### src/hdl/multiplexed_digit_display_scanner_unit_assert.svh
// Assertion helpers shared by the scanner RTL.
`ifndef MULTIPLEXED_DIGIT_DISPLAY_SCANNER_UNIT_ASSERT_SVH
`define MULTIPLEXED_DIGIT_DISPLAY_SCANNER_UNIT_ASSERT_SVH

// Same-cycle implication, checked out of reset.
`define MDDS_ASSERT_NOW(lbl, ante, cons, msg) \
  lbl: assert property (@(posedge clk_i) disable iff (!rst_ni) (ante) |-> (cons)) \
    else $error(msg);

// Next-cycle implication, checked out of reset.
`define MDDS_ASSERT_NEXT(lbl, ante, cons, msg) \
  lbl: assert property (@(posedge clk_i) disable iff (!rst_ni) (ante) |=> (cons)) \
    else $error(msg);

`endif

### src/hdl/mdds_pkg.sv
package mdds_pkg;

  localparam int DIGITS  = 9;
  localparam int BUF_LEN = 2 * DIGITS;
  localparam int ADDR_W  = (BUF_LEN > 1) ? $clog2(BUF_LEN) : 1;
  // position runs up to BUF_LEN + 1 (lookahead address)
  localparam int POS_W   = $clog2(BUF_LEN + 2);

  localparam int INDEX_W = 5;
  localparam int CHAR_W  = 8;
  localparam int DSEL_W  = 4;
  localparam int S_DATA_W = 16;  // index, char_code
  localparam int M_DATA_W = 16;  // digit_select, char_out, dot_on

  typedef logic [CHAR_W-1:0] char_t;
  typedef logic [ADDR_W-1:0] addr_t;
  typedef logic [POS_W-1:0]  pos_t;
  typedef logic [DSEL_W-1:0] dsel_t;

  localparam char_t CHAR_NUL   = 8'h00;
  localparam char_t CHAR_SPACE = 8'h20;
  localparam char_t CHAR_COMMA = 8'h2C;
  localparam char_t CHAR_DOT   = 8'h2E;
  localparam char_t CHAR_ONE   = 8'h31;

  typedef enum logic {
    OP_WRITE = 1'b0,
    OP_TICK  = 1'b1
  } op_e;

  typedef struct packed {
    logic  en;
    addr_t addr;
    char_t data;
  } wr_req_t;

  // Power-up text: "12345 789" style, zeros beyond DIGITS.
  function automatic char_t reset_char(input addr_t a);
    char_t c;
    if (int'(a) >= DIGITS) begin
      c = CHAR_NUL;
    end else if (int'(a) == 5) begin
      c = CHAR_SPACE;
    end else begin
      c = CHAR_ONE + char_t'(a);
    end
    return c;
  endfunction

  function automatic logic is_dot(input char_t c);
    return (c == CHAR_DOT) || (c == CHAR_COMMA);
  endfunction

endpackage

### src/hdl/mdds_buf.sv
// Text buffer with registered read: two read ports, one write port.
// Per-entry valid bits give the power-up text; last write is forwarded.
module mdds_buf (
  input  logic             clk_i,
  input  logic             rst_ni,
  input  mdds_pkg::wr_req_t wr_i,
  input  mdds_pkg::pos_t   rd0_addr_i,
  input  mdds_pkg::pos_t   rd1_addr_i,
  output mdds_pkg::char_t  rd0_data_o,
  output mdds_pkg::char_t  rd1_data_o,
  output mdds_pkg::char_t  head0_o,
  output mdds_pkg::char_t  head1_o
);
  import mdds_pkg::*;

  char_t             mem_q [BUF_LEN];
  logic [BUF_LEN-1:0] vld_q;

  pos_t    ra0_q, ra1_q;
  char_t   rdat0_q, rdat1_q;
  logic    rvld0_q, rvld1_q;
  wr_req_t wr_q;
  char_t   head0_q, head1_q;
  addr_t   idx0, idx1;

  assign idx0 = (int'(rd0_addr_i) < BUF_LEN) ? rd0_addr_i[ADDR_W-1:0] : '0;
  assign idx1 = (int'(rd1_addr_i) < BUF_LEN) ? rd1_addr_i[ADDR_W-1:0] : '0;

  always_ff @(posedge clk_i) begin
    if (wr_i.en) begin
      mem_q[wr_i.addr] <= wr_i.data;
    end
    rdat0_q <= mem_q[idx0];
    rdat1_q <= mem_q[idx1];
  end

  // port 1 comes out of reset pointing at the lookahead slot
  always_ff @(posedge clk_i or negedge rst_ni) begin
    if (!rst_ni) begin
      vld_q   <= '0;
      rvld0_q <= 1'b0;
      rvld1_q <= 1'b0;
      ra0_q   <= '0;
      ra1_q   <= pos_t'(1);
      wr_q    <= '0;
      head0_q <= reset_char(addr_t'(0));
      head1_q <= reset_char(addr_t'(1));
    end else begin
      if (wr_i.en) begin
        vld_q[wr_i.addr] <= 1'b1;
        if (int'(wr_i.addr) == 0) head0_q <= wr_i.data;
        if (int'(wr_i.addr) == 1) head1_q <= wr_i.data;
      end
      rvld0_q <= vld_q[idx0];
      rvld1_q <= vld_q[idx1];
      ra0_q   <= rd0_addr_i;
      ra1_q   <= rd1_addr_i;
      wr_q    <= wr_i;
    end
  end

  // out of range reads as NUL; a write in the read cycle wins over the RAM
  always_comb begin
    if (int'(ra0_q) >= BUF_LEN) begin
      rd0_data_o = CHAR_NUL;
    end else if (wr_q.en && (ra0_q == pos_t'(wr_q.addr))) begin
      rd0_data_o = wr_q.data;
    end else if (rvld0_q) begin
      rd0_data_o = rdat0_q;
    end else begin
      rd0_data_o = reset_char(ra0_q[ADDR_W-1:0]);
    end

    if (int'(ra1_q) >= BUF_LEN) begin
      rd1_data_o = CHAR_NUL;
    end else if (wr_q.en && (ra1_q == pos_t'(wr_q.addr))) begin
      rd1_data_o = wr_q.data;
    end else if (rvld1_q) begin
      rd1_data_o = rdat1_q;
    end else begin
      rd1_data_o = reset_char(ra1_q[ADDR_W-1:0]);
    end
  end

  assign head0_o = head0_q;
  assign head1_o = head1_q;

endmodule

### src/hdl/multiplexed_digit_display_scanner_unit.sv
// A tick beat's result beat is registered and valid in the cycle after acceptance.
// Throughput: one beat per cycle, write or tick, while the output is drained.
// Writes give no result beat and take effect for the very next tick.
// Reset (async, active low) restores the power-up text via per-entry valid
// bits, so no clearing pass is needed; scan position and digit return to 0.
module multiplexed_digit_display_scanner_unit (
  input  logic                          clk_i,
  input  logic                          rst_ni,
  input  logic                          s_axis_tvalid_i,
  output logic                          s_axis_tready_o,
  // [4:0] index, [12:5] char_code, [15:13] zero
  input  logic [mdds_pkg::S_DATA_W-1:0] s_axis_tdata_i,
  // [0] op
  input  logic                          s_axis_tuser_i,
  output logic                          m_axis_tvalid_o,
  input  logic                          m_axis_tready_i,
  // [3:0] digit_select, [11:4] char_out, [12] dot_on, [15:13] zero
  output logic [mdds_pkg::M_DATA_W-1:0] m_axis_tdata_o
);
  import mdds_pkg::*;

  `include "multiplexed_digit_display_scanner_unit_assert.svh"

  // input beat decode
  op_e                op;
  logic [INDEX_W-1:0] in_index;
  char_t              in_char;
  logic               in_acc, tick_acc;
  wr_req_t            wr_req;

  assign op       = op_e'(s_axis_tuser_i);
  assign in_index = s_axis_tdata_i[INDEX_W-1:0];
  assign in_char  = s_axis_tdata_i[INDEX_W +: CHAR_W];

  // output register frees up when its beat leaves
  logic  out_vld_q, out_vld_d;
  dsel_t dsel_q, dsel_d;
  char_t char_q, char_d;
  logic  dot_q, dot_d;

  assign s_axis_tready_o = !out_vld_q || m_axis_tready_i;
  assign in_acc   = s_axis_tvalid_i && s_axis_tready_o;
  assign tick_acc = in_acc && (op == OP_TICK);

  // out-of-range writes are dropped
  always_comb begin
    wr_req.en   = in_acc && (op == OP_WRITE) && (int'(in_index) < BUF_LEN);
    wr_req.addr = ADDR_W'(in_index);
    wr_req.data = in_char;
  end

  // scan state
  pos_t  rp_q, rp_d;
  dsel_t scan_q, scan_d;

  // buffer always holds [rp_q] and [rp_q + 1] on its read ports
  char_t cur_c, nxt_c, head0, head1;

  mdds_buf u_buf (
    .clk_i      (clk_i),
    .rst_ni     (rst_ni),
    .wr_i       (wr_req),
    .rd0_addr_i (rp_d),
    .rd1_addr_i (rp_d + pos_t'(1)),
    .rd0_data_o (cur_c),
    .rd1_data_o (nxt_c),
    .head0_o    (head0),
    .head1_o    (head1)
  );

  // Tick evaluation. NUL at the scan point restarts at buffer start; the two
  // head bytes are kept in flops so the restart needs no second RAM read.
  logic  restart;
  char_t val, look;
  pos_t  pos;
  dsel_t scan_eff;
  logic  look_dot;

  always_comb begin
    restart  = (cur_c == CHAR_NUL);
    val      = restart ? head0 : cur_c;
    // lookahead past the end already reads as NUL, never a dot
    look     = restart ? head1 : nxt_c;
    pos      = restart ? pos_t'(1) : rp_q + pos_t'(1);
    scan_eff = restart ? '0 : scan_q;
    look_dot = is_dot(look);

    rp_d   = rp_q;
    scan_d = scan_q;
    dsel_d = dsel_q;
    char_d = char_q;
    dot_d  = dot_q;
    if (tick_acc) begin
      dsel_d = dsel_t'(DIGITS - 1) - scan_eff;
      char_d = val;
      dot_d  = is_dot(val) || look_dot;
      // dot in lookahead is consumed
      rp_d   = look_dot ? pos + pos_t'(1) : pos;
      scan_d = scan_eff + dsel_t'(1);
      if (scan_eff == dsel_t'(DIGITS - 1)) begin
        // last digit done: wrap to buffer start
        scan_d = '0;
        rp_d   = '0;
      end
    end
    out_vld_d = tick_acc || (out_vld_q && !m_axis_tready_i);
  end

  always_ff @(posedge clk_i or negedge rst_ni) begin
    if (!rst_ni) begin
      rp_q      <= '0;
      scan_q    <= '0;
      out_vld_q <= 1'b0;
    end else begin
      rp_q      <= rp_d;
      scan_q    <= scan_d;
      out_vld_q <= out_vld_d;
    end
  end

  always_ff @(posedge clk_i) begin
    dsel_q <= dsel_d;
    char_q <= char_d;
    dot_q  <= dot_d;
  end

  assign m_axis_tvalid_o = out_vld_q;
  assign m_axis_tdata_o  = {{(M_DATA_W - DSEL_W - CHAR_W - 1){1'b0}}, dot_q, char_q, dsel_q};

  // checks
  `MDDS_ASSERT_NOW(a_rp_range, 1'b1, int'(rp_q) <= BUF_LEN, "read position past buffer end")
  `MDDS_ASSERT_NOW(a_scan_range, 1'b1, int'(scan_q) < DIGITS, "scan digit out of range")
  `MDDS_ASSERT_NEXT(a_tick_result, tick_acc, m_axis_tvalid_o, "tick gave no result beat")
  `MDDS_ASSERT_NEXT(a_dot_char, tick_acc && is_dot(val), dot_q, "dot character without dot flag")

endmodule

### config.mk
export PLATFORM = sky130hd
export DESIGN_NAME = multiplexed_digit_display_scanner_unit
export DESIGN_NICKNAME = d
export VERILOG_FILES = /design/src/hdl/mdds_pkg.sv /design/src/hdl/mdds_buf.sv /design/src/hdl/multiplexed_digit_display_scanner_unit.sv
export VERILOG_INCLUDE_DIRS = /design/src /design/src/hdl
export SDC_FILE = /design/constraint.sdc
export NUM_CORES = 1
export LEC_CHECK = 0
export BUFFER_PORTS_ARGS = -buffer_cell sky130_fd_sc_hd__buf_2
export CAP_MARGIN = 30
export CORE_ASPECT_RATIO = 1.5
export CORE_MARGIN = 1
export CORE_UTILIZATION = 58
export CTS_BUF_LIST = sky130_fd_sc_hd__clkbuf_4
export CTS_CLUSTER_SIZE = 30
export DETAILED_ROUTE_END_ITERATION = 6
export PLACE_DENSITY_LB_ADDON = 0.2
export SLEW_MARGIN = 5
export SYNTH_ARGS = -nofsm -noshare
export SYNTH_HDL_FRONTEND = slang
export SYNTH_SLANG_ARGS = --single-unit
export TNS_END_PERCENT = 20
### constraint.sdc
create_clock -name clk_i -period 6.5 [get_ports clk_i]
set_input_delay 1.3 -clock clk_i [delete_from_list [all_inputs] [get_ports clk_i]]
set_output_delay 1.3 -clock clk_i [all_outputs]
set_load 0.01 [all_outputs]
==> results.yml, run 1 <==
sta:
  fin_worst_skew_ns: 0.03791
  setup_ws_ns: 0.4045
  setup_viol: 0
  setup_tns_ns: 0
  tightestPinTransition_ns: 1.086
  rsz0062_at_grt: "no"
  period_minus_slack_ns: 6.095
  timing.final.crit_share_pct: 93.78
  slew_violations: 0
  hold_viol_final: 0
  max_freq_ghz: 0.1641
  relSlewSlack_pct: 26.63
critical_path:
  critPathBufInv: 1
  critPathKind: "reg2reg"
  critPathLaunchType: "register"
  cp_slowest_stage_delay_ns: 0.58
  cp_common_cell: "ha_1"
  cp.required_ns: 7.04
  cp-end-kind: "register"
  cpLargestDelayFamily: "compound AO/OA/AOI/OAI gates"
  critPathSlowestCell: "dfrtp_1"
  crit_fanout: 11
  arrival_ns: 6.63
  path_cells: "ha_1 > a21o_1 > a211oi_2 > a221o_1 > o221ai_2 > nand3_1 > nand2_1 > ha_1 > nand2_1 > o21ai_0 > a31oi_2 > a32oi_1 > and3_2 > inv_2 > ha_1 > o21ai_1 > a311oi_4 > a311o_1 > nor2_4 > a221oi_1 > o32ai_2 > a31o_1"
synth:
  synthArstFlopShare_pct: 27.12
  synth_flop_cell: "edfxtp_1"
  yosysWarnings: 0
  seq_area_frac_synth_pct: 57.00
  syn_inst: 1032
  synth_cell_types: 96
  synth_area_per_cell_um2: 11.26
  synth_seq_cells: 236
  synthesis.area_um2: 11620
  synth_edf_count: 157
grt:
  grt_max_degree: 65
  antenna_found_initial: 4
  grt_pass1_vias: 9122
  track_usage_pct: 35.59
  grt_pass1_wl_um: 53960
  overflow: 0
cells_and_area:
  area_delta_synth_final_pct: 11.51
  final_area_um2: 12960
  layout-drive-gt1-share_pct: 23.04
  nets: 1153
floorplanning:
  rows: 63
  die_area_um2: 20620
  die_x_um: 117.6
  initial_core_util_pct: 58.97
  chipHeight_um: 175.4
  top_level_ports: 39
  coreArea_um2: 19710
placement:
  pre_cts_ws_ns: 0.3756
  hpwl_um: 24480
  gp_congestion: 0.9757
  dpl_cell_area_um2: 12230
  numPortBuffers: 32
hold_path:
  min_path_type: "reg2reg"
power:
  p_total_mw: 6.068
  peakVddDrop_mv: 0.2784
  powerDensity_nw_per_um2: 468.2
  power_leakage_nw: 5.017
cts:
  ctsHtreeMaxLevel: 2
  clk_path_buf_depth: 3
  cts_buffers: 52
  root_buffer: "clkbuf_4"
  cts_resized: 0
  clock_latency_ns: 0.67
  clk_pin_slew_ns: 0.07
  cts_tree: "built"
  post_cts_buffers: 0
  postCtsHoldBufs: 0
  clock_sinks: 236
routing:
  drt_wl_total_um: 36040
  drt_iter0_markers: 1440
  dr.pass1.iters: 6
  postRouteAntennaNets: 0
  drc: 0
  wl_per_cell_um: 25.29
  routed_via_density: 6.620
  vias: 9434
run_status:
  outcome: "finished clean"
flow_run:
  max_cap_viol_count: 0
[cells in the mapped netlist, types with 5 or more instances]
| library cell | n | share of area, % |
|---|---|---|
| nand4_1 | 8 | 0.43 |
| mux4_2 | 9 | 1.7 |
| dfxtp_1 | 15 | 2.6 |
| nand3_1 | 25 | 1.1 |
| buf_4 | 9 | 0.58 |
| o221ai_1 | 9 | 0.68 |
| a21oi_1 | 40 | 1.7 |
| o21ai_0 | 35 | 1.5 |
| a31o_1 | 8 | 0.60 |
| a21o_1 | 5 | 0.32 |
| o211ai_1 | 8 | 0.52 |
| a31oi_1 | 21 | 1.1 |
| and2_1 | 7 | 0.38 |
| or3_1 | 5 | 0.27 |
| o2111ai_1 | 6 | 0.45 |
| nor2b_1 | 14 | 0.75 |
| dfstp_2 | 6 | 1.4 |
| o22ai_1 | 18 | 0.97 |
| inv_1 | 12 | 0.39 |
| o32ai_1 | 11 | 0.83 |
| buf_2 | 22 | 0.95 |
| or2_2 | 20 | 1.1 |
| mux2_2 | 24 | 2.3 |
| edfxtp_1 | 157 | 41 |
| and3_1 | 7 | 0.38 |
| dfrtp_1 | 58 | 12 |
| a221oi_1 | 8 | 0.60 |
| nor2_1 | 74 | 2.4 |
| mux2i_1 | 28 | 2.4 |
| ha_1 | 10 | 1.1 |
| xnor2_1 | 14 | 1.1 |
| nor3_1 | 21 | 0.90 |
| nand2_1 | 187 | 6.0 |
| clkbuf_1 | 24 | 0.78 |
[cells by family after synthesis]
logic type	count (synthesis)	share of synthesized area, %
flops	236	57.00
simple gates	395	15.85
compound gates	235	14.92
fa+ha+maj	10	1.077
other cells	1	0.03227
mux	61	6.481
xor+xnor	18	1.421
buf+inv	76	3.219
[area by class of cell]
class                   instances  area, µm²
fillers                      1515       6748
clock inverters                19      73.82
multi-input cells             722       4657
clock buffers                  76      570.5
diodes                          2      5.005
inverters                      15      61.31
well taps                     260      325.3
repair buffers                 95      641.9
flip-flops and latches        236       6624
[report_power, final]
part / internal [mW] / switching [mW]
clock: 0.538 / 0.560
combinational: 1.09 / 1.97
sequential: 1.77 / 0.141
total: 3.40 / 2.67
[sequential cells by signal, indices dropped and copies added (netlist names), 7 cells and up]
name           count
char_q             8
u_buf.head0_o      8
u_buf.head1_o      7
u_buf.mem_q      144
u_buf.rdat0_q      8
u_buf.rdat1_q      7
u_buf.vld_q       18
u_buf.wr_q        14
[stage by stage]
stage	hold WS (ns)	instances	util, %
global placement	0.4755	1313	61.77
finish	0.5049	1425	65.76
global route	0.5234	1424	65.75
CTS	0.5001	1414	65.33
floorplan	0.4518	1034	-
detailed placement	0.4800	1319	62.06
[placed cells by master, fill, tap and decap left out, types with 7 or more instances in the layout]
master / instances
nor2_1: 73
nand4_1: 8
nand3_1: 25
clkinv_1: 15
mux2i_1: 28
clkbuf_4: 76
nor2b_1: 14
dfxtp_1: 15
mux4_2: 9
edfxtp_1: 157
xnor2_1: 14
buf_4: 59
ha_1: 10
dfrtp_1: 58
a221oi_1: 8
inv_1: 11
o21ai_0: 34
mux2_2: 24
nor3_1: 21
a31oi_1: 21
or2_2: 20
o22ai_1: 18
o221ai_1: 9
buf_2: 32
a21oi_1: 40
nand2_1: 187
o211ai_1: 8
and2_1: 7
a31o_1: 8
o32ai_1: 9
[path summary, 6_finish.rpt]
path / from / endpoint / slack (ns) / depth (start not counted)
worst min register to register: u_buf.vld_q[5]$_DFFE_PN0P_ / u_buf.vld_q[5]$_DFFE_PN0P_ / 0.50 / 1
worst max-delay path: u_buf.ra0_q[0]$_DFF_PN0_ / u_buf.rdat1_q[2]$_DFF_P_ / 0.40 / 22
worst max register to register: u_buf.ra0_q[0]$_DFF_PN0_ / u_buf.rdat1_q[2]$_DFF_P_ / 0.40 / 22
max in group asynchronous: rst_ni / u_buf.vld_q[1]$_DFFE_PN0P_ / 5.09 / 2
min in group asynchronous: rst_ni / u_buf.vld_q[15]$_DFFE_PN0P_ / 0.79 / 2
worst min-delay path: u_buf.vld_q[5]$_DFFE_PN0P_ / u_buf.vld_q[5]$_DFFE_PN0P_ / 0.50 / 1
[per-layer routing]
| layer | routed length [µm] | global-route usage, % | up-vias |
|---|---|---|---|
| met5 | 13 | 0 | - |
| met1 | 12290 | 41.35 | 4495 |
| met2 | 17230 | 59.69 | 670 |
| met4 | 2720 | 22.97 | 2 |
| met3 | 3791 | 7.825 | 164 |
| li1 | - | - | 4103 |
No activity file was read; power rests on OpenSTA's default activity.
==> run 2, diff against run 1 <==
--- a/config.mk
+++ b/config.mk
@@ -14,7 +14,7 @@
 export CTS_BUF_LIST = sky130_fd_sc_hd__clkbuf_4
 export CTS_CLUSTER_SIZE = 30
 export DETAILED_ROUTE_END_ITERATION = 6
-export PLACE_DENSITY_LB_ADDON = 0.2
+export PLACE_DENSITY = 0.8
 export SLEW_MARGIN = 5
 export SYNTH_ARGS = -nofsm -noshare
 export SYNTH_HDL_FRONTEND = slang
==> run 2 against run 1 <==
Net effect: the flow now finishes with violations (design-rule violations); combinational power fell by 1%; worst setup slack got worse by 0.11 ns; total power rose by 0.53%; global-route usage shrank 0.39 points; routed wire length is 0.32% lower; clock-buffer cell count increased by 3; clock skew up 0.0034 ns; worst hold slack barely moved; sequential share of layout area grew 0.26 points; cell area fell by 0.51%; critical path depth grew 3; critical path type unchanged; largest cell class unchanged; largest power group unchanged; highest routed layer is now met4.
==> results.yml, run 2 (synthesis results as in run 1) <==
placement:
  hpwl_um: 24870
  dpl_cell_area_um2: 12160
  post-place-cells: 1310
  numPortBuffers: 32
  gp_congestion: 1.002
floorplanning:
  top_level_ports: 39
  initial_core_util_pct: 58.97
  coreArea_um2: 19710
  rows: 63
  die_area_um2: 20620
  chipHeight_um: 175.4
  die_x_um: 117.6
sta:
  fin_worst_skew_ns: 0.04130
  timing.final.crit_share_pct: 95.41
  slew_violations: 0
  period_minus_slack_ns: 6.201
  max_freq_ghz: 0.1613
  tightestPinTransition_ns: 1.043
  rsz0062_at_grt: "yes"
  relSlewSlack_pct: 30.19
  hold_viol_final: 0
  holdWs_ns: 0.5048
  setup_viol: 0
cts:
  clk_path_buf_depth: 3
  post_cts_buffers: 0
  root_buffer: "clkbuf_4"
  clock_latency_ns: 0.68
  cts_tree: "built"
  cts_buffers: 53
  clk_pin_slew_ns: 0.07
  clock_sinks: 236
  cts_resized: 0
  ctsHtreeMaxLevel: 2
  postCtsHoldBufs: 0
critical_path:
  cpLargestDelayFamily: "compound AO/OA/AOI/OAI gates"
  cp.required_ns: 7.04
  r2r_setup_slack_ns: 0.30
  critPathLaunchType: "register"
  cp_slowest_stage_delay_ns: 0.56
  r2r-end: "u_buf.rdat1_q[0]$_DFF_P_"
  rr_worst_depth: 25
  reg2reg_from: "u_buf.ra0_q[1]$_DFF_PN0_"
  crit_start: "u_buf.ra0_q[1]$_DFF_PN0_"
  critPathSlowestCell: "dfrtp_1"
  critPathKind: "reg2reg"
  arrival_ns: 6.74
  critPathBufInv: 4
  crit_fanout: 18
  cp-end-kind: "register"
grt:
  antenna_found_initial: 1
  overflow: 0
  grt_pass1_wl_um: 53080
  grt_pass1_vias: 9011
  grt_max_degree: 65
  track_usage_pct: 35.19
routing:
  postRouteAntennaNets: 0
  dr.pass1.iters: 7
  drc: 2
  drt_iter0_markers: 1404
  routed_via_density: 6.574
  drt_wl_total_um: 35930
  vias: 9302
  wl_per_cell_um: 25.39
power:
  p_int_mw: 3.430
  switchingPower_mw: 2.670
  peakVddDrop_mv: 0.2158
  power_frac_seq_pct: 31.2
  clockPowerShare_pct: 19.3
  power_leakage_nw: 4.970
  p_comb_share_pct: 49.5
  swShare_pct: 43.77
  powerDensity_nw_per_um2: 473.1
hold_path:
  min_from: "u_buf.vld_q[9]$_DFFE_PN0P_"
  hold_end: "u_buf.vld_q[9]$_DFFE_PN0P_"
  hold_depth: 1
  min_path_type: "reg2reg"
cells_and_area:
  layout.cells.non_filler: 1415
  reg.largest.list: "u_buf.mem_q (144), u_buf.vld_q (18), u_buf.wr_q (14)"
  final_area_um2: 12890
  regMostFlops: "u_buf.mem_q"
  area_delta_synth_final_pct: 10.94
  fill_cells: 1486
  final_cell_mix: "nand2_1, edfxtp_1, clkbuf_4, nor2_1, dfrtp_1"
  nets: 1139
  final_common_cell: "nand2_1"
  register_area_um2: 6624
  multi_input_area_um2: 4641
  largest_reg_flops: 144
  layout-drive-gt1-share_pct: 22.29
run_status:
  violations: "design-rule violations"
  outcome: "complete, but fails checks"
flow_run:
  max_cap_viol_count: 0
[run 2: changes by cell type in the layout (fill, tap and decap cells not counted), sizes merged]
cell | previous run | this run
buf | 94 | 80
bufinv | 0 | 1
clkbuf | 77 | 79
clkinv | 17 | 19
inv | 17 | 16
[run 2: per-stage QoR]
| stage | util [%] | total power [mW] | worst slack, ns | TNS (ns) |
|---|---|---|---|---|
| after global routing | 65.41 | 6.319 | -0.02639 | -0.05046 |
| after CTS | 65.25 | 5.998 | 0.3107 | 0 |
| after detailed placement | 61.68 | 4.832 | 0.3316 | 0 |
| after global placement | 61.64 | 4.799 | 0.4419 | 0 |
| after floorplan | - | 3.799 | 0.2765 | 0 |
| final | 65.42 | 6.100 | 0.2987 | 0 |
[run 2: layout make-up]
| class | instances | share of cell area (%) |
|---|---|---|
| antenna | 2 | 0.03882 |
| clock buffer | 79 | 4.600 |
| clock inverter | 21 | 0.8540 |
| inverter | 15 | 0.4755 |
| multi-input combinational | 722 | 36.00 |
| sequential | 236 | 51.38 |
| tap | 260 | 2.523 |
| timing repair buffer | 80 | 4.134 |
[run 2: worst reg2reg max path, stage by stage, from the launching register on]
cell      delay, ns
dfrtp_1        0.56
inv_1          0.09
ha_1           0.26
or4_4          0.44
nand2_1        0.16
a32oi_1        0.14
a311o_1        0.37
nand3_1        0.18
nand2_1        0.10
ha_1           0.25
nand2_1        0.10
o21ai_1        0.13
a31oi_2        0.32
a32oi_1        0.15
and3_2         0.24
inv_2          0.06
ha_1           0.21
buf_4          0.30
nor2b_1        0.08
o31ai_1        0.39
a31oi_1        0.19
buf_4          0.21
nor2b_1        0.13
a221oi_1       0.50
o32ai_1        0.24
a31o_1         0.28
[run 2: worst max-delay path by stage]
stage                                     to  slack [ns]  cells past startpoint
detailed placement  u_buf.rdat1_q[0]$_DFF_P_        0.33                     25
global placement    u_buf.rdat1_q[2]$_DFF_P_        0.44                     25
CTS                 u_buf.rdat1_q[0]$_DFF_P_        0.31                     25
global route        u_buf.rdat1_q[4]$_DFF_P_       -0.03                     23
finish              u_buf.rdat1_q[0]$_DFF_P_        0.30                     25
floorplan           u_buf.rdat1_q[3]$_DFF_P_        0.28                     29
[run 2: layer usage]
layer	GRT usage (%)	routed length, µm
met5	0	0
met4	26.28	3029
met3	5.130	3153
met2	59.59	17600
met1	40.70	12150
[run 2: power groups by stage]
stage          clock network (mW)  logic, mW  registers, mW
2_1_floorplan                   0       1.92           1.88
3_3_place_gp                    0       2.87           1.93
3_5_place_dp                    0       2.90           1.93
4_1_cts                      1.19       2.91           1.90
5_1_grt                      1.26       3.14           1.92
6_report                     1.18       3.02           1.90
